===== config.mk =====
export PLATFORM = sky130hd
export DESIGN_NAME = ini_text_tokenizer_core
export DESIGN_NICKNAME = d
export VERILOG_FILES = /design/src/hdl/itok_pkg.sv /design/src/hdl/itok_parser.sv /design/src/hdl/itok_out_stage.sv /design/src/hdl/ini_text_tokenizer_core.sv
export SDC_FILE = /design/constraint.sdc
export NUM_CORES = 1
export LEC_CHECK = 0
export BUFFER_PORTS_ARGS = -buffer_cell sky130_fd_sc_hd__buf_2
export CORE_UTILIZATION = 50
export CTS_CLUSTER_SIZE = 8
export DETAILED_ROUTE_END_ITERATION = 8
export HOLD_SLACK_MARGIN = 0.06
export PLACE_DENSITY = 0.73
export SYNTH_ARGS = -nofsm -noshare
export SYNTH_HDL_FRONTEND = slang
export SYNTH_HIERARCHICAL = 1
export SYNTH_SLANG_ARGS = --single-unit
export TNS_END_PERCENT = 100

===== constraint.sdc =====
create_clock -name clk -period 10.1 [get_ports clk]
set_clock_uncertainty 0.2 [all_clocks]
set_input_delay 1.515 -clock clk [delete_from_list [all_inputs] [get_ports clk]]
set_output_delay 1.515 -clock clk [all_outputs]
set_load 0.05 [all_outputs]

===== src/hdl/itok_pkg.sv =====
`timescale 1ns / 1ps

package itok_pkg;

    localparam int BYTE_BITS      = 8;
    localparam int REPORT_BITS    = 16;
    localparam int CFG_INDEX_BITS = 2;

    localparam logic [REPORT_BITS-1:0] REPORT_MAX = '1;

    localparam logic [BYTE_BITS-1:0] CH_TAB   = 8'h09;
    localparam logic [BYTE_BITS-1:0] CH_LF    = 8'h0A;
    localparam logic [BYTE_BITS-1:0] CH_CR    = 8'h0D;
    localparam logic [BYTE_BITS-1:0] CH_SP    = 8'h20;
    localparam logic [BYTE_BITS-1:0] CH_QUOTE = 8'h22;
    localparam logic [BYTE_BITS-1:0] CH_EQ    = 8'h3D;
    localparam logic [BYTE_BITS-1:0] CH_LBR   = 8'h5B;
    localparam logic [BYTE_BITS-1:0] CH_BSL   = 8'h5C;
    localparam logic [BYTE_BITS-1:0] CH_RBR   = 8'h5D;
    localparam logic [BYTE_BITS-1:0] CH_N     = 8'h6E;

    localparam logic [CFG_INDEX_BITS-1:0] CFG_SECTION_SEP = 2'd0;
    localparam logic [CFG_INDEX_BITS-1:0] CFG_KEYVAL_SEP  = 2'd1;
    localparam logic [CFG_INDEX_BITS-1:0] CFG_COMMENT_A   = 2'd2;
    localparam logic [CFG_INDEX_BITS-1:0] CFG_COMMENT_B   = 2'd3;

    localparam logic [BYTE_BITS-1:0] RST_SECTION_SEP = 8'd29;
    localparam logic [BYTE_BITS-1:0] RST_KEYVAL_SEP  = 8'd30;
    localparam logic [BYTE_BITS-1:0] RST_COMMENT_A   = 8'd35;
    localparam logic [BYTE_BITS-1:0] RST_COMMENT_B   = 8'd59;

    typedef enum logic [2:0] {
        PH_START,
        PH_BLANK,
        PH_CHECK,
        PH_COMMENT,
        PH_BODY
    } phase_t;

    typedef struct packed {
        phase_t phase;
        logic   escape_pending;
        logic   in_quote;
        logic   line_has_equal;
        logic   continued_line;
        logic   on_section_line;
    } parse_state_t;

    localparam parse_state_t PARSE_RESET = '{
        phase:           PH_START,
        escape_pending:  1'b0,
        in_quote:        1'b0,
        line_has_equal:  1'b0,
        continued_line:  1'b0,
        on_section_line: 1'b0
    };

    typedef struct packed {
        logic [BYTE_BITS-1:0] section_sep_char;
        logic [BYTE_BITS-1:0] keyval_sep_char;
        logic [BYTE_BITS-1:0] comment_char_a;
        logic [BYTE_BITS-1:0] comment_char_b;
    } cfg_regs_t;

    typedef struct packed {
        logic [BYTE_BITS-1:0] text_byte;
        logic                 is_final;
    } in_item_t;

    typedef struct packed {
        logic [BYTE_BITS-1:0]   token_byte;
        logic                   byte_valid;
        logic                   stream_done;
        logic [REPORT_BITS-1:0] keys_found;
        logic [REPORT_BITS-1:0] sections_found;
    } out_item_t;

endpackage


===== src/hdl/itok_parser.sv =====
`timescale 1ns / 1ps

module itok_parser #(
    parameter int COUNT_BITS = 16
) (
    input  logic              clk,
    input  logic              rst_n,
    input  logic              fire,
    input  itok_pkg::in_item_t  item,
    input  itok_pkg::cfg_regs_t cfg,
    output logic              res_valid,
    output itok_pkg::out_item_t res
);
    import itok_pkg::*;

    localparam int WIDE_BITS = COUNT_BITS + REPORT_BITS;

    parse_state_t            state_reg, state_next;
    logic [COUNT_BITS-1:0]   key_tally_reg, key_tally_next;
    logic [COUNT_BITS-1:0]   section_tally_reg, section_tally_next;

    logic [BYTE_BITS-1:0]    b;
    logic [BYTE_BITS-1:0]    ob;
    logic                    emit;
    logic                    skip;
    logic                    plain;
    logic [WIDE_BITS-1:0]    key_wide;
    logic [WIDE_BITS-1:0]    section_wide;

    always_ff @(posedge clk or negedge rst_n)
    begin
        if (!rst_n)
        begin
            state_reg         <= PARSE_RESET;
            key_tally_reg     <= '0;
            section_tally_reg <= '0;
        end
        else if (fire)
        begin
            state_reg         <= state_next;
            key_tally_reg     <= key_tally_next;
            section_tally_reg <= section_tally_next;
        end
    end

    always_comb
    begin
        state_next         = state_reg;
        key_tally_next     = key_tally_reg;
        section_tally_next = section_tally_reg;
        emit               = 1'b0;
        ob                 = '0;
        skip               = 1'b0;
        plain              = 1'b0;
        b                  = item.text_byte;

        if (b != cfg.section_sep_char && b != cfg.keyval_sep_char)
        begin
            if (b == CH_CR)
            begin
                b = CH_LF;
            end
            if (state_next.phase == PH_START)
            begin
                if (!state_next.continued_line)
                begin
                    state_next.line_has_equal = 1'b0;
                end
                state_next.phase = PH_BLANK;
            end
            if (state_next.phase == PH_BLANK)
            begin
                if (b inside {CH_LF, CH_SP, CH_TAB})
                begin
                    if (b == CH_LF)
                    begin
                        state_next.line_has_equal = 1'b0;
                    end
                    skip = 1'b1;
                end
                else
                begin
                    state_next.phase = PH_CHECK;
                end
            end
            if (!skip && state_next.phase == PH_COMMENT)
            begin
                if (b == CH_LF)
                begin
                    state_next.phase = PH_CHECK;
                end
                skip = 1'b1;
            end
            if (!skip && state_next.phase == PH_CHECK
                && (b == cfg.comment_char_a || b == cfg.comment_char_b))
            begin
                state_next.line_has_equal = 1'b0;
                state_next.phase = (b == CH_LF) ? PH_CHECK : PH_COMMENT;
                skip = 1'b1;
            end

            // line body
            if (!skip)
            begin
                state_next.phase = (b == CH_LF) ? PH_START : PH_BODY;
                if (state_next.escape_pending)
                begin
                    state_next.escape_pending = 1'b0;
                    if (b == CH_N)
                    begin
                        emit = 1'b1;
                        ob   = CH_LF;
                    end
                    else if (b == CH_BSL)
                    begin
                        emit = 1'b1;
                        ob   = CH_BSL;
                    end
                    else if (b == CH_SP || b == CH_LF)
                    begin
                        state_next.continued_line = 1'b1;
                    end
                    else
                    begin
                        plain = 1'b1;
                    end
                end
                else
                begin
                    case (b)
                        CH_SP, CH_TAB:
                        begin
                            plain = state_next.in_quote;
                        end
                        CH_QUOTE:
                        begin
                            state_next.in_quote = !state_next.in_quote;
                        end
                        CH_EQ:
                        begin
                            state_next.in_quote       = 1'b0;
                            state_next.line_has_equal = 1'b1;
                            if (key_tally_reg != '1)
                            begin
                                key_tally_next = key_tally_reg + COUNT_BITS'(1);
                            end
                            emit = 1'b1;
                            ob   = cfg.keyval_sep_char;
                        end
                        CH_LF:
                        begin
                            state_next.continued_line = 1'b0;
                            if (!state_next.on_section_line
                                && (state_next.line_has_equal || state_next.in_quote))
                            begin
                                state_next.in_quote = 1'b0;
                                emit = 1'b1;
                                ob   = cfg.keyval_sep_char;
                            end
                            state_next.on_section_line = 1'b0;
                        end
                        CH_LBR:
                        begin
                            state_next.on_section_line = 1'b1;
                            if (section_tally_reg != '1)
                            begin
                                section_tally_next = section_tally_reg + COUNT_BITS'(1);
                            end
                            state_next.in_quote = 1'b0;
                            emit = 1'b1;
                            ob   = cfg.section_sep_char;
                        end
                        CH_RBR:
                        begin
                            state_next.in_quote = 1'b0;
                            emit = 1'b1;
                            ob   = cfg.section_sep_char;
                        end
                        default:
                        begin
                            plain = 1'b1;
                        end
                    endcase
                end
                if (plain)
                begin
                    if (b == CH_BSL)
                    begin
                        state_next.escape_pending = 1'b1;
                    end
                    else
                    begin
                        emit = 1'b1;
                        ob   = b;
                    end
                end
            end
        end

        key_wide     = WIDE_BITS'(key_tally_next);
        section_wide = WIDE_BITS'(section_tally_next);

        res_valid          = emit || item.is_final;
        res.token_byte     = emit ? ob : '0;
        res.byte_valid     = emit;
        res.stream_done    = item.is_final;
        res.keys_found     = '0;
        res.sections_found = '0;
        if (item.is_final)
        begin
            res.keys_found     = (key_wide > WIDE_BITS'(REPORT_MAX))
                                 ? REPORT_MAX : key_wide[REPORT_BITS-1:0];
            res.sections_found = (section_wide > WIDE_BITS'(REPORT_MAX))
                                 ? REPORT_MAX : section_wide[REPORT_BITS-1:0];
            // buffer ends: parse state and tallies go back to reset
            state_next         = PARSE_RESET;
            key_tally_next     = '0;
            section_tally_next = '0;
        end
    end

endmodule


===== src/hdl/itok_out_stage.sv =====
`timescale 1ns / 1ps

module itok_out_stage (
    input  logic                clk,
    input  logic                rst_n,
    input  logic                load,
    input  itok_pkg::out_item_t load_item,
    input  logic                out_stall,
    output logic                out_free,
    output logic                out_valid,
    output itok_pkg::out_item_t out_item
);
    import itok_pkg::*;

    logic      valid_reg, valid_next;
    out_item_t item_reg;

    assign out_free  = !valid_reg || !out_stall;
    assign out_valid = valid_reg;
    assign out_item  = item_reg;

    always_comb
    begin
        valid_next = valid_reg;
        if (load)
        begin
            valid_next = 1'b1;
        end
        else if (!out_stall)
        begin
            valid_next = 1'b0;
        end
    end

    always_ff @(posedge clk or negedge rst_n)
    begin
        if (!rst_n)
        begin
            valid_reg <= 1'b0;
        end
        else
        begin
            valid_reg <= valid_next;
        end
    end

    always_ff @(posedge clk)
    begin
        if (load)
        begin
            item_reg <= load_item;
        end
    end

endmodule


===== src/hdl/ini_text_tokenizer_core.sv =====
`timescale 1ns / 1ps
// channel   direction  handshake                 payload
// in        in         in_valid / in_stall       in_item (text_byte, is_final)
// out       out        out_valid / out_stall     out_item (token, flags, counts)
// cfg       in         cfg_valid / cfg_ready     cfg_index, cfg_data
//
// one item per cycle sustained while out_stall is low; an accepted item is loaded into the
// input register, and its result goes into the result register when the parser fires
// the parse state updates once per item through combinational flag logic
// rst_n clears parse state, tallies, valids and loads register defaults
// out_stall holds the result register and then the input register; cfg is always ready

module ini_text_tokenizer_core #(
    parameter int COUNT_BITS = 16
) (
    input  logic                                      clk,
    input  logic                                      rst_n,
    input  logic                                      in_valid,
    output logic                                      in_stall,
    input  itok_pkg::in_item_t                        in_item,
    output logic                                      out_valid,
    input  logic                                      out_stall,
    output itok_pkg::out_item_t                       out_item,
    input  logic                                      cfg_valid,
    output logic                                      cfg_ready,
    input  logic [itok_pkg::CFG_INDEX_BITS-1:0]       cfg_index,
    input  logic [itok_pkg::BYTE_BITS-1:0]            cfg_data
);
    import itok_pkg::*;

    logic      in_valid_reg, in_valid_next;
    in_item_t  in_item_reg;
    cfg_regs_t cfg_reg;
    logic      accept;
    logic      fire;
    logic      out_free;
    logic      res_valid;
    out_item_t res;

    assign cfg_ready = 1'b1;
    assign fire      = in_valid_reg && out_free;
    assign in_stall  = in_valid_reg && !fire;
    assign accept    = in_valid && !in_stall;

    always_comb
    begin
        in_valid_next = in_valid_reg;
        if (accept)
        begin
            in_valid_next = 1'b1;
        end
        else if (fire)
        begin
            in_valid_next = 1'b0;
        end
    end

    always_ff @(posedge clk or negedge rst_n)
    begin
        if (!rst_n)
        begin
            in_valid_reg <= 1'b0;
        end
        else
        begin
            in_valid_reg <= in_valid_next;
        end
    end

    always_ff @(posedge clk)
    begin
        if (accept)
        begin
            in_item_reg <= in_item;
        end
    end

    always_ff @(posedge clk or negedge rst_n)
    begin
        if (!rst_n)
        begin
            cfg_reg.section_sep_char <= RST_SECTION_SEP;
            cfg_reg.keyval_sep_char  <= RST_KEYVAL_SEP;
            cfg_reg.comment_char_a   <= RST_COMMENT_A;
            cfg_reg.comment_char_b   <= RST_COMMENT_B;
        end
        else if (cfg_valid && cfg_ready)
        begin
            case (cfg_index)
                CFG_SECTION_SEP: cfg_reg.section_sep_char <= cfg_data;
                CFG_KEYVAL_SEP:  cfg_reg.keyval_sep_char  <= cfg_data;
                CFG_COMMENT_A:   cfg_reg.comment_char_a   <= cfg_data;
                CFG_COMMENT_B:   cfg_reg.comment_char_b   <= cfg_data;
                default:         cfg_reg <= cfg_reg;
            endcase
        end
    end

    itok_parser #(
        .COUNT_BITS (COUNT_BITS)
    ) u_parser (
        .clk       (clk),
        .rst_n     (rst_n),
        .fire      (fire),
        .item      (in_item_reg),
        .cfg       (cfg_reg),
        .res_valid (res_valid),
        .res       (res)
    );

    itok_out_stage u_out (
        .clk       (clk),
        .rst_n     (rst_n),
        .load      (fire && res_valid),
        .load_item (res),
        .out_stall (out_stall),
        .out_free  (out_free),
        .out_valid (out_valid),
        .out_item  (out_item)
    );

endmodule


[Word-level counts from Yosys, hierarchy flattened]
Index checks and enable logic that the tools add are counted.
Operators by class
  bitwise operators: 2
  add/sub/neg operators: 2
  reductions and logical operators: 44
  equality and inequality tests: 29
  multiplexer cells: 81
Operators with widths (number)
  16-bit 2-to-1 mux: 12
  8-bit 2-to-1 mux: 10
  1-bit 2-to-1 mux: 42
  16-bit by 1-bit adder with 16-bit output, second input constant: 2
  8-bit by 7-bit equality test with 1-bit output, second input constant: 4
  16-bit != test, second input constant: 2
  3-bit 2-to-1 mux: 10
  8-bit by 4-bit equality test with 1-bit output, second input constant: 3
  8-bit by 6-bit equality test with 1-bit output, second input constant: 3
  8-bit one-hot mux with 3 select lines: 1
  8-bit equality test: 2
  8-bit != test: 2
  3-bit != test, second input constant: 4
  2-bit AND reduction: 5
  1-bit logical AND: 9
  3-bit nonzero test: 3
  1-bit logical NOT: 8
  7-bit 2-to-1 mux: 1
  7-bit AND reduction: 1
  3-bit by 2-bit equality test with 1-bit output, second input constant: 2
  1-bit one-hot mux with 2 select lines: 3
  6-bit AND reduction: 1
  3-bit OR reduction: 2
  1-bit logical OR: 5
  other kinds (16): 21
Storage, ports and cells
  word-level logic and storage cells: 179
  input port bits: 24
  flip-flop bits (word level): 125

[Depth between registers and ports, before layout]
Gate-level depths: netlist (run 1).
  depth in word-level cells: 29
  gate-level depth with buffers: 12
  gate-level depth less buffers: 9

[Hierarchy]
Netlist (run 1), hierarchy kept.
Modules (own cells, without submodules)
  itok_parser: cells each 604, times used 1, area each 4485.6 sq um
  ini_text_tokenizer_core: cells each 86, times used 1, area each 1574.0 sq um
  itok_out_stage: cells each 45, times used 1, area each 1297.5 sq um

[Worst setup path after synthesis (run 1)]
Ideal clock, no wire load.
  path type: reg2reg
  start: reg in_item_reg[3] in the netlist's numbering
  end: reg u_out.item_reg (netlist bit u_out/out_item[0]), enable pin
  cell stages (with the launch flop): 12
  slack: 6.232 ns
  buffers on the path: 3
  arrival: 3.263 ns
  cell sequence: edfxtp_1 > buf_2 > and3b_1 > o211a_1 > clkbuf_1 > or4_1 > clkbuf_1 > nor3_1 > a211o_1 > o211ai_4 > nand2_1 > and3_1
On the way
  word-level cells in the longest chain between the ends: 28
RTL lines
  start: declaration: RTL line ini_text_tokenizer_core.sv:32  | in_item_t in_item_reg;
  start signal: assignment: RTL line ini_text_tokenizer_core.sv:74  | in_item_reg <= in_item;
  8-bit by 4-bit equality test with 1-bit output: RTL line itok_parser.sv:59  | if (b == CH_CR)
  8-bit 2-to-1 mux: RTL line itok_parser.sv:59
  8-bit 2-to-1 mux: RTL line itok_parser.sv:57  | if (b != cfg.section_sep_char && b != cfg.keyval_sep_char)
  8-bit by 4-bit equality test with 1-bit output, or another cell as far along
  3-bit nonzero test: RTL line itok_parser.sv:73  | if (b inside {CH_LF, CH_SP, CH_TAB})
  3-bit 2-to-1 mux or 1-bit 2-to-1 mux (tied branches): RTL line itok_parser.sv:73
  3-bit 2-to-1 mux or 1-bit 2-to-1 mux (tied branches): RTL line itok_parser.sv:71  | if (state_next.phase == PH_BLANK)
  3-bit 2-to-1 mux or 1-bit 2-to-1 mux (tied branches): RTL line itok_parser.sv:57
  [13 not listed]
  1-bit 2-to-1 mux: RTL line itok_parser.sv:106  | if (state_next.escape_pending)
  1-bit 2-to-1 mux: RTL line itok_parser.sv:187  | if (b == CH_BSL)
  1-bit 2-to-1 mux: RTL line itok_parser.sv:185  | if (plain)
  1-bit 2-to-1 mux: RTL line itok_parser.sv:103  | if (!skip)
  1-bit 2-to-1 mux (*): RTL line itok_parser.sv:57
  1-bit logical OR (*): RTL line itok_parser.sv:203  | res_valid = emit || item.is_final;
  net res_valid: RTL line ini_text_tokenizer_core.sv:37  | logic res_valid;
  1-bit logical AND (*): RTL line ini_text_tokenizer_core.sv:114  | .load (fire && res_valid),
  end signal: assignment: RTL line itok_out_stage.sv:51  | item_reg <= load_item;
  end: declaration: RTL line itok_out_stage.sv:16  | out_item_t item_reg;
Mark *: on every way through the listed nets, which the timed path passes. The rest lies on a longest branch. The select of a mux whose other input is x is not followed.
A chain may end at the register's enable or synchronous reset.

[Final worst setup path (run 1)]
  start: reg in_item_reg[4] in the netlist's numbering
  end: reg u_out.item_reg (netlist bit u_out/out_item[1]), enable pin
Same word-level chain as after synthesis.

==> summary.md, run 1 <==
| Metric | Value |
|---|---|
| Result of the run | `complete, no violations` |
| Measured slew at the worst slew-check pin | `1.27 ns` |
| R2R Setup Slk | `between 5 and 6 ns` |
| Number of library cell types mapped by synthesis | `80` |
| Fraction of layout instances using a drive strength above 1 | `0.209` |
| Buf+Inv Stages, Crit Path | `1` |
| Violation count after the first detailed-routing iteration | `around 800` |
| Worst IR Drop VDD | `roughly 0.00016 V` |
| Worst-case reg-to-reg path depth | `9` |
| Max Cap Viol | `0` |
| Post-CTS repair timing setup buffer count | `0` |
| Core region area | `about 14000 µm²` |
| Num ports | `69` |
| Antenna violations before repair | `0` |
| Static leakage power | `roughly 3.2 nW` |
| Syn Nets | `~760` |
| Highest metal used | `met4` |
| First-pass GRT wire length | `29.6 mm` |
| Design Area, Final | `8310 µm²` |
| Clock slew at the register clock pins of the worst setup and hold paths | `0.05 ns` |
| Avg WL per Cell | `around 19 µm` |
| Number of failing setup endpoints in the final timing report | `0` |
| Clk sinks | `between 100 and 150` |
| Max-slew headroom at the worst pin | `0.143` |
| Post-placement cell area | `7720 µm²` |
| Number of gates resized after cts | `0` |
| Fraction of the yosys area taken by sequential cells | `0.463` |
| Area fraction in compound gates after synthesis | `0.161` |
| Area leader, netlist | `sky130_fd_sc_hd__edfxtp_1` |
| Synth Instances | `between 700 and 800` |
| Combinational family with the most area after synthesis | `simple AND/OR/NAND/NOR gates` |
| Number of instances in the placed design | `approximately 940` |
| Worst Path Arrival | `about 4.6 ns` |
| Hold-fix buffers at CTS | `0` |
| Startpoint of the worst-slack reg-to-reg timing path | `in_item_reg[4]` |
| DR WL met3 | `about 1.1 mm` |
| Buffers on Ports | `67` |
| Net total in the final layout | `804` |
| Total routed wirelength | `18.4 mm` |
| Largest register FFs | `42` |
| RSZ-0062 raised after global routing | `false` |
| First-pass iteration count of the detailed router | `5` |
| CP Data Required Time | `9.95 ns` |
| Maximum level of the CTS H-tree | `4` |
| R2r endpoint | `u_out/out_item[1]` |
| Filler cells | `1197` |
| Initial Utilization | `0.522` |
| Share of async-settable or async-resettable flops after synthesis | `0.592` |
| Critical path's top delay family | `simple AND/OR/NAND/NOR gates` |
| Routed wl met2 | `9.10 mm` |
| Bufs on Longest Clock Path | `2` |
| Cell types with the largest area share after synthesis | `sky130_fd_sc_hd__edfxtp_1, sky130_fd_sc_hd__dfrtp_1, sky130_fd_sc_hd__dfstp_2, sky130_fd_sc_hd__mux2_2, sky130_fd_sc_hd__nand2_1` |
| Critical path endpoint | `u_out/out_item[1]` |
| Critical Path Start Type | `register` |
| Total via count in the routed design | `6225` |
| Via density per instance | `6.41` |
| TritonCTS clock tree | `done` |
| Placer Congestion | `0.918` |
| Timing-limited maximum frequency | `~210 MHz` |
| Root buf cell | `sky130_fd_sc_hd__clkbuf_16` |
| Antenna cells | `0` |
| Stages on worst setup path | `9` |
| Number of enable flip-flop cells after synthesis | `51` |
| Antenna Nets Post-Route | `0` |
| Setup total negative slack | `0 ns` |
| Number of global-route vias before repair | `around 5800` |
| Sum of net half-perimeters after detailed placement | `about 13 mm` |
| Crit-path max FO | `43` |
| Clock latency at the later pin of the worst-skew pair | `0.43 ns` |
| Number of endpoints with negative hold slack in the final report | `0` |
| Cell chain of the critical path | `nor3b_2, a31oi_1, o2111ai_1, a311oi_1, buf_4, nor2_2, o211ai_4, nand2_1, and3_2` |
| Combined area of the multi-input logic cells | `3640 µm²` |
| Area enclosed by the die boundary | `between 15000 and 20000 µm²` |
| Number of CTS-inserted buffers | `17` |
| Flops & latches, synth | `125` |
| Synthesized area per cell | `10.0 µm²` |
| Register area | `3400 µm²` |
| Share of the cycle needed by the critical path after routing | `0.469` |
| Category of the critical setup timing path | `reg2reg` |
| Residual DRC | `0` |
| Max stage delay cell, worst path | `sky130_fd_sc_hd__and3_2` |
| Finished Layout Cells | `a little under 1000` |
| Fraction of the mapped netlist area in simple logic gates | `0.236` |
| Final Total Pwr | `1.97 mW` |
| Die Span X | `123 µm` |
| Post-Synth Adder-Cell Area | `0.00340` |
| Dominant register cell in the synthesized netlist | `sky130_fd_sc_hd__dfrtp_1` |
| Hold crit path type | `reg2reg` |
| Overflow left after global routing | `0` |
| Floorplan row count | `43` |
| Multiplexer area fraction after synthesis | `0.0544` |
| YS warnings | `6` |
| Total routing usage reported by global routing | `0.257` |
| Area Growth Syn to Fin | `12.9%` |
| DRT met1 WL | `7.82 mm` |
| Number of max-slew violations in the final report | `0` |
| Fin crit period | `4.74 ns` |
| Pwr Density | `237 nW/µm²` |
| Start point of the critical path | `in_item_reg[4]` |
| Maximum number of pins on one net before global-route repair | `75` |
| Stage delay of the slowest cell on the critical path | `around 0.82 ns` |
| DIE HEIGHT | `between 100 and 150 µm` |
| Post-synthesis instance area | `7360 µm²` |
| Worst setup EP type | `register` |
| Area share of the leading cell type in the synthesized netlist | `0.208` |
| Xor/xnor cell area share of the yosys netlist | `0.0393` |
==> cell families after synthesis <==
group	count (synthesis)
multiplexers	36
AO/OA/AOI/OAI	164
flip-flops	125
adder cells (fa/ha/maj)	2
AND/OR/NAND/NOR	306
other	1
buffers and inverters	68
XOR/XNOR	33
==> routing by layer <==
metal / global-route usage / up-vias
met5: 0 / -
met4: 0.0889 / 0
met3: 0.0664 / 36
met2: 0.425 / 243
met1: 0.327 / 3058
li1: - / 2888
==> worst reg2reg max path, cell delays in order (launching register included) <==
cell	delay [ns]
sky130_fd_sc_hd__edfxtp_1	0.60
sky130_fd_sc_hd__nor3b_2	0.81
sky130_fd_sc_hd__a31oi_1	0.25
sky130_fd_sc_hd__o2111ai_1	0.35
sky130_fd_sc_hd__a311oi_1	0.10
sky130_fd_sc_hd__buf_4	0.20
sky130_fd_sc_hd__nor2_2	0.61
sky130_fd_sc_hd__o211ai_4	0.26
sky130_fd_sc_hd__nand2_1	0.12
sky130_fd_sc_hd__and3_2	0.82
==> through the flow <==
stage | setup WS, ns | hold slack, ns | utilization
final | 5.36 | 0.301 | 0.589
after detailed placement | 5.48 | 0.292 | 0.547
after global routing | 5.04 | 0.332 | 0.589
after floorplan | 6.23 | 0.275 | -
after CTS | 5.44 | 0.305 | 0.589
after global placement | 5.69 | 0.282 | 0.547
==> synth_stat cells, types with 4 or more instances <==
| cell | instances |
|---|---|
| sky130_fd_sc_hd__inv_1 | 19 |
| sky130_fd_sc_hd__nor3b_1 | 8 |
| sky130_fd_sc_hd__clkbuf_1 | 25 |
| sky130_fd_sc_hd__and3_1 | 16 |
| sky130_fd_sc_hd__nor4_1 | 15 |
| sky130_fd_sc_hd__buf_4 | 11 |
| sky130_fd_sc_hd__xnor2_1 | 11 |
| sky130_fd_sc_hd__edfxtp_1 | 51 |
| sky130_fd_sc_hd__and4_1 | 5 |
| sky130_fd_sc_hd__buf_2 | 11 |
| sky130_fd_sc_hd__dfstp_2 | 16 |
| sky130_fd_sc_hd__a31oi_1 | 8 |
| sky130_fd_sc_hd__xor2_1 | 22 |
| sky130_fd_sc_hd__nand3_1 | 38 |
| sky130_fd_sc_hd__a32oi_1 | 4 |
| sky130_fd_sc_hd__or3_1 | 12 |
| sky130_fd_sc_hd__nor3_1 | 19 |
| sky130_fd_sc_hd__and2_1 | 12 |
| sky130_fd_sc_hd__o211ai_1 | 11 |
| sky130_fd_sc_hd__a21oi_1 | 35 |
| sky130_fd_sc_hd__nor2b_1 | 14 |
| sky130_fd_sc_hd__dfrtp_1 | 58 |
| sky130_fd_sc_hd__or4_1 | 16 |
| sky130_fd_sc_hd__nand2b_1 | 9 |
| sky130_fd_sc_hd__nor2_1 | 36 |
| sky130_fd_sc_hd__o311ai_0 | 9 |
| sky130_fd_sc_hd__mux2i_1 | 4 |
| sky130_fd_sc_hd__nand2_1 | 59 |
| sky130_fd_sc_hd__a211oi_1 | 6 |
| sky130_fd_sc_hd__a211o_1 | 5 |
| sky130_fd_sc_hd__mux2_2 | 32 |
| sky130_fd_sc_hd__nand4_1 | 22 |
| sky130_fd_sc_hd__o31ai_1 | 4 |
| sky130_fd_sc_hd__a311o_1 | 4 |
| sky130_fd_sc_hd__o21ai_0 | 32 |
==> cell usage in the layout (no fill, tap or decap), drive strengths merged, types with 11 or more instances in the layout <==
master	n
a21oi	35
and2	12
and3	16
buf	73
clkbuf	25
dfrtp	58
dfstp	16
edfxtp	51
inv	19
mux2	32
nand2	59
nand3	39
nand4	22
nor2	37
nor2b	14
nor3	20
nor3b	11
nor4	15
o211ai	12
o21ai	32
o311ai	11
or3	12
or4	17
xnor2	11
xor2	22
==> report_power, final <==
group	switching (mW)	leakage (nW)	internal, mW
combinational	0.387	1.55	0.162
sequential	0.129	1.42	0.676
clock	0.215	0.285	0.399
==> layout make-up <==
type	count	share of cell area
inverter	19	0.00859
sequential	125	0.410
clock buffer	25	0.0572
clock inverter	7	0.0136
timing repair buffer	73	0.0458
multi-input combinational	542	0.438
tap	180	0.0271
==> how the worst min path moves through the flow <==
stage | startpoint | end | slack (ns) | cells past startpoint
6_report | u_out/out_valid | u_out/out_valid | 0.30 | 1
2_1_floorplan | u_parser/state_reg[2] | u_parser/state_reg[2] | 0.28 | 2
5_1_grt | u_out/out_valid | u_out/out_valid | 0.33 | 1
4_1_cts | u_out/out_valid | u_out/out_valid | 0.30 | 1
3_5_place_dp | u_out/out_valid | u_out/out_valid | 0.29 | 1
3_3_place_gp | u_out/out_valid | u_out/out_valid | 0.28 | 1
(Power assumes the default switching activity.)
==> inputs of run 2 (changes only) <==
--- a/config.mk
+++ b/config.mk
@@ -10,7 +10,7 @@
 export CTS_CLUSTER_SIZE = 8
 export DETAILED_ROUTE_END_ITERATION = 8
 export HOLD_SLACK_MARGIN = 0.06
-export PLACE_DENSITY = 0.73
+export PLACE_DENSITY = 0.76
 export SYNTH_ARGS = -nofsm -noshare
 export SYNTH_HDL_FRONTEND = slang
 export SYNTH_HIERARCHICAL = 1
==> constraint.sdc (replaced) <==
create_clock -name clk -period 3.86 [get_ports clk]
set_clock_uncertainty 0.2 [all_clocks]
set_input_delay 0.579 -clock clk [delete_from_list [all_inputs] [get_ports clk]]
set_output_delay 0.579 -clock clk [all_outputs]
set_load 0.05 [all_outputs]
==> run 2 against run 1 <==
- utilization rose by 1.2 points
- die area stayed put
- combinational power rose to 2.8 times the previous value
- first-iteration DRC count is 1.4% higher
- cell area increased by 2.0%
- clock power grew 150%
- critical path type unchanged
- largest power group unchanged
==> summary.md, run 2 (synthesis gave the netlist of run 1 again) <==
| Metric | Value |
|---|---|
| Overflow left after global routing | `0 (unchanged)` |
| Sequential share of power | `0.408 (about the same)` |
| Measured slew at the worst slew-check pin | `0.931 ns (-0.340 ns)` |
| Timing-limited maximum frequency | `273 MHz (+29%)` |
| Max stage delay cell, worst path | `sky130_fd_sc_hd__edfxtp_1` |
| Violation count after the first detailed-routing iteration | `794 (+1.4%)` |
| First-pass GRT wire length | `31.1 mm (+4.8%)` |
| Setup slack at placement | `0.228 ns (-5.25 ns)` |
| CP Data Required Time | `3.77 ns (-6.18 ns)` |
| Cell repeated most along the worst path | `sky130_fd_sc_hd__a31oi_1` |
| Num ports | `69 (unchanged)` |
| Combinational cell fraction of total power | `0.296 (+0.017)` |
| Fraction of layout instances using a drive strength above 1 | `0.230 (+0.0214)` |
| Residual DRC | `0 (unchanged)` |
| Total routed wirelength | `19.4 mm (+5.4%)` |
| Number of CTS-inserted buffers | `17 (unchanged)` |
| Hold-fix buffers at CTS | `0 (unchanged)` |
| Leading cell type in the layout, fill and taps excluded | `sky130_fd_sc_hd__buf_2` |
| Antenna Nets Post-Route | `0 (unchanged)` |
| Fin crit period | `3.67 ns (-1.07 ns)` |
| Number of max-slew violations in the final report | `0 (unchanged)` |
| Setup total negative slack | `0 ns (unchanged)` |
| Antenna cells | `0 (unchanged)` |
| Total routing usage reported by global routing | `0.266 (+0.00881)` |
| Proportion of power drawn by the clock network | `0.295 (-0.017)` |
| Net Switching | `1.96 mW (+170%)` |
| Pwr Density | `610 nW/µm² (+160%)` |
| Result of the run | `complete, no violations` |
| RSZ-0062 raised after global routing | `false` |
| Maximum number of pins on one net before global-route repair | `55 (-27%)` |
| PnR worst setup slack | `0.194 ns (-5.17 ns)` |
| Share of the cycle needed by the critical path after routing | `0.950 (+0.481)` |
| Total via count in the routed design | `6509 (+4.6%)` |
| First-pass iteration count of the detailed router | `6 (+1)` |
| Static leakage power | `3.36 nW (+3.3%)` |
| Root buf cell | `sky130_fd_sc_hd__clkbuf_16` |
| Number of gates resized after cts | `0 (unchanged)` |
| Number of failing setup endpoints in the final timing report | `0 (unchanged)` |
| Switching portion of total power | `0.379 (+0.00731)` |
| Int Pwr | `3.21 mW (+160%)` |
| Buffers on Ports | `67 (unchanged)` |
| Net total in the final layout | `826 (+2.7%)` |
| Area enclosed by the die boundary | `15200 µm² (unchanged)` |
| Bufs on Longest Clock Path | `2 (unchanged)` |
| Floorplan row count | `43 (unchanged)` |
| Antenna violations before repair | `0 (unchanged)` |
| DIE HEIGHT | `123 µm (unchanged)` |
| Most used cells in the layout excluding fill and tap cells | `sky130_fd_sc_hd__buf_2, sky130_fd_sc_hd__nand2_1, sky130_fd_sc_hd__dfrtp_1` |
| Crit-path max FO | `33 (-23%)` |
| Avg WL per Cell | `19.5 µm (+3.1%)` |
| Worst Hold Slack | `0.0982 ns (-0.203 ns)` |
| Number of endpoints with negative hold slack in the final report | `0 (unchanged)` |
| Initial Utilization | `0.522 (unchanged)` |
| Max Cap Viol | `0 (unchanged)` |
| Worst Path Arrival | `3.57 ns (-1.01 ns)` |
| Area Growth Syn to Fin | `15.2%` |
| Sum of net half-perimeters after detailed placement | `13.6 mm (+7.8%)` |
| Worst IR Drop VDD | `0.000385 V (+140%)` |
| TritonCTS clock tree | `done` |
| Placer Congestion | `0.925 (+0.80%)` |
| Max-slew headroom at the worst pin | `0.379 (+0.236)` |
| Cell chain of the critical path | `nor3b_2, a31oi_1, o2111ai_1, a31oi_1, nor4_1, o211ai_4, nand2_1, and3_2, buf_12` |
| Number of global-route vias before repair | `6167 (+6.1%)` |
| Stage delay of the slowest cell on the critical path | `0.54 ns (-0.28 ns)` |
| Via density per instance | `6.55 (+2.2%)` |
| Largest register FFs | `42 (unchanged)` |
| Clock slew at the register clock pins of the worst setup and hold paths | `0.05 ns (about the same)` |
| Clk sinks | `125 (unchanged)` |
| Maximum level of the CTS H-tree | `4 (unchanged)` |
| Hold crit path type | `in2async` |
| Clock latency at the later pin of the worst-skew pair | `0.42 ns (about the same)` |
| Post-CTS repair timing setup buffer count | `0 (unchanged)` |
| Die Span X | `123 µm (unchanged)` |
| Critical Path Start Type | `register` |
| Category of the critical setup timing path | `reg2reg` |
| Worst setup EP type | `register` |
| Core region area | `14100 µm² (unchanged)` |
==> run 2: changes by cell type in the layout (fill, tap and decap cells not counted) <==
cell,delta
sky130_fd_sc_hd__buf_4,+19
sky130_fd_sc_hd__buf_12,+3
sky130_fd_sc_hd__clkinv_2,+2
sky130_fd_sc_hd__bufinv_16,-1
sky130_fd_sc_hd__clkbuf_8,-1
==> run 2: critical path: cells and delay by family (launching register included) <==
family,cells,cell delay (ns)
compound gates,4,0.85
buf+inv,1,0.25
flops,1,0.54
simple gates,4,1.48
==> run 2: power by group through the flow <==
stage	logic [mW]	registers, mW	clock network [mW]
5_1_grt	1.65	2.15	1.59
3_3_place_gp	1.48	2.10	0
3_5_place_dp	1.52	2.11	0
2_1_floorplan	0.807	2.39	0
4_1_cts	1.53	2.10	1.54
6_report	1.53	2.11	1.53
==> run 2: layout make-up <==
cell class                      instances  area, µm²
Sequential cell                       125       3400
Multi-Input combinational cell        542       3640
Inverter                               19       71.3
Timing Repair Buffer                   95        583
Clock inverter                          8       92.6
Tap cell                              180        225
Fill cell                            1162       5620
Clock buffer                           24        462
==> run 2: path summary, 6_finish.rpt <==
path	startpoint	endpoint	slack, ns	cells after the start
worst max-delay path	in_item_reg[8]	u_out/out_item[1]	0.19	9
worst min-delay path	rst_n	cfg_reg[21]	0.1	1
worst max register to register	in_item_reg[8]	u_out/out_item[1]	0.19	9
worst min register to register	u_out/out_valid	u_out/out_valid	0.31	1
max in group asynchronous	rst_n	u_parser/key_tally_reg[0]	2.64	2
min in group clk	in_item[6]	in_item_reg[6]	0.14	1
==> run 2: routing by layer <==
metal  track usage  vias up  wire length, µm
met1         0.333     3173             8060
li1              -     2941                -
met5             0        -                0
met4         0.119        0              470
met3        0.0558       45             1360
met2         0.441      350             9470
==> run 2: stage by stage <==
stage,utilization,power [mW],instance area (µm²),std cells
3_5_place_dp,0.562,3.63,7920,961
4_1_cts,0.601,5.17,8470,993
6_report,0.601,5.17,8470,993
2_1_floorplan,-,3.19,7360,735
5_1_grt,0.601,5.40,8470,993
3_3_place_gp,0.562,3.58,7920,961
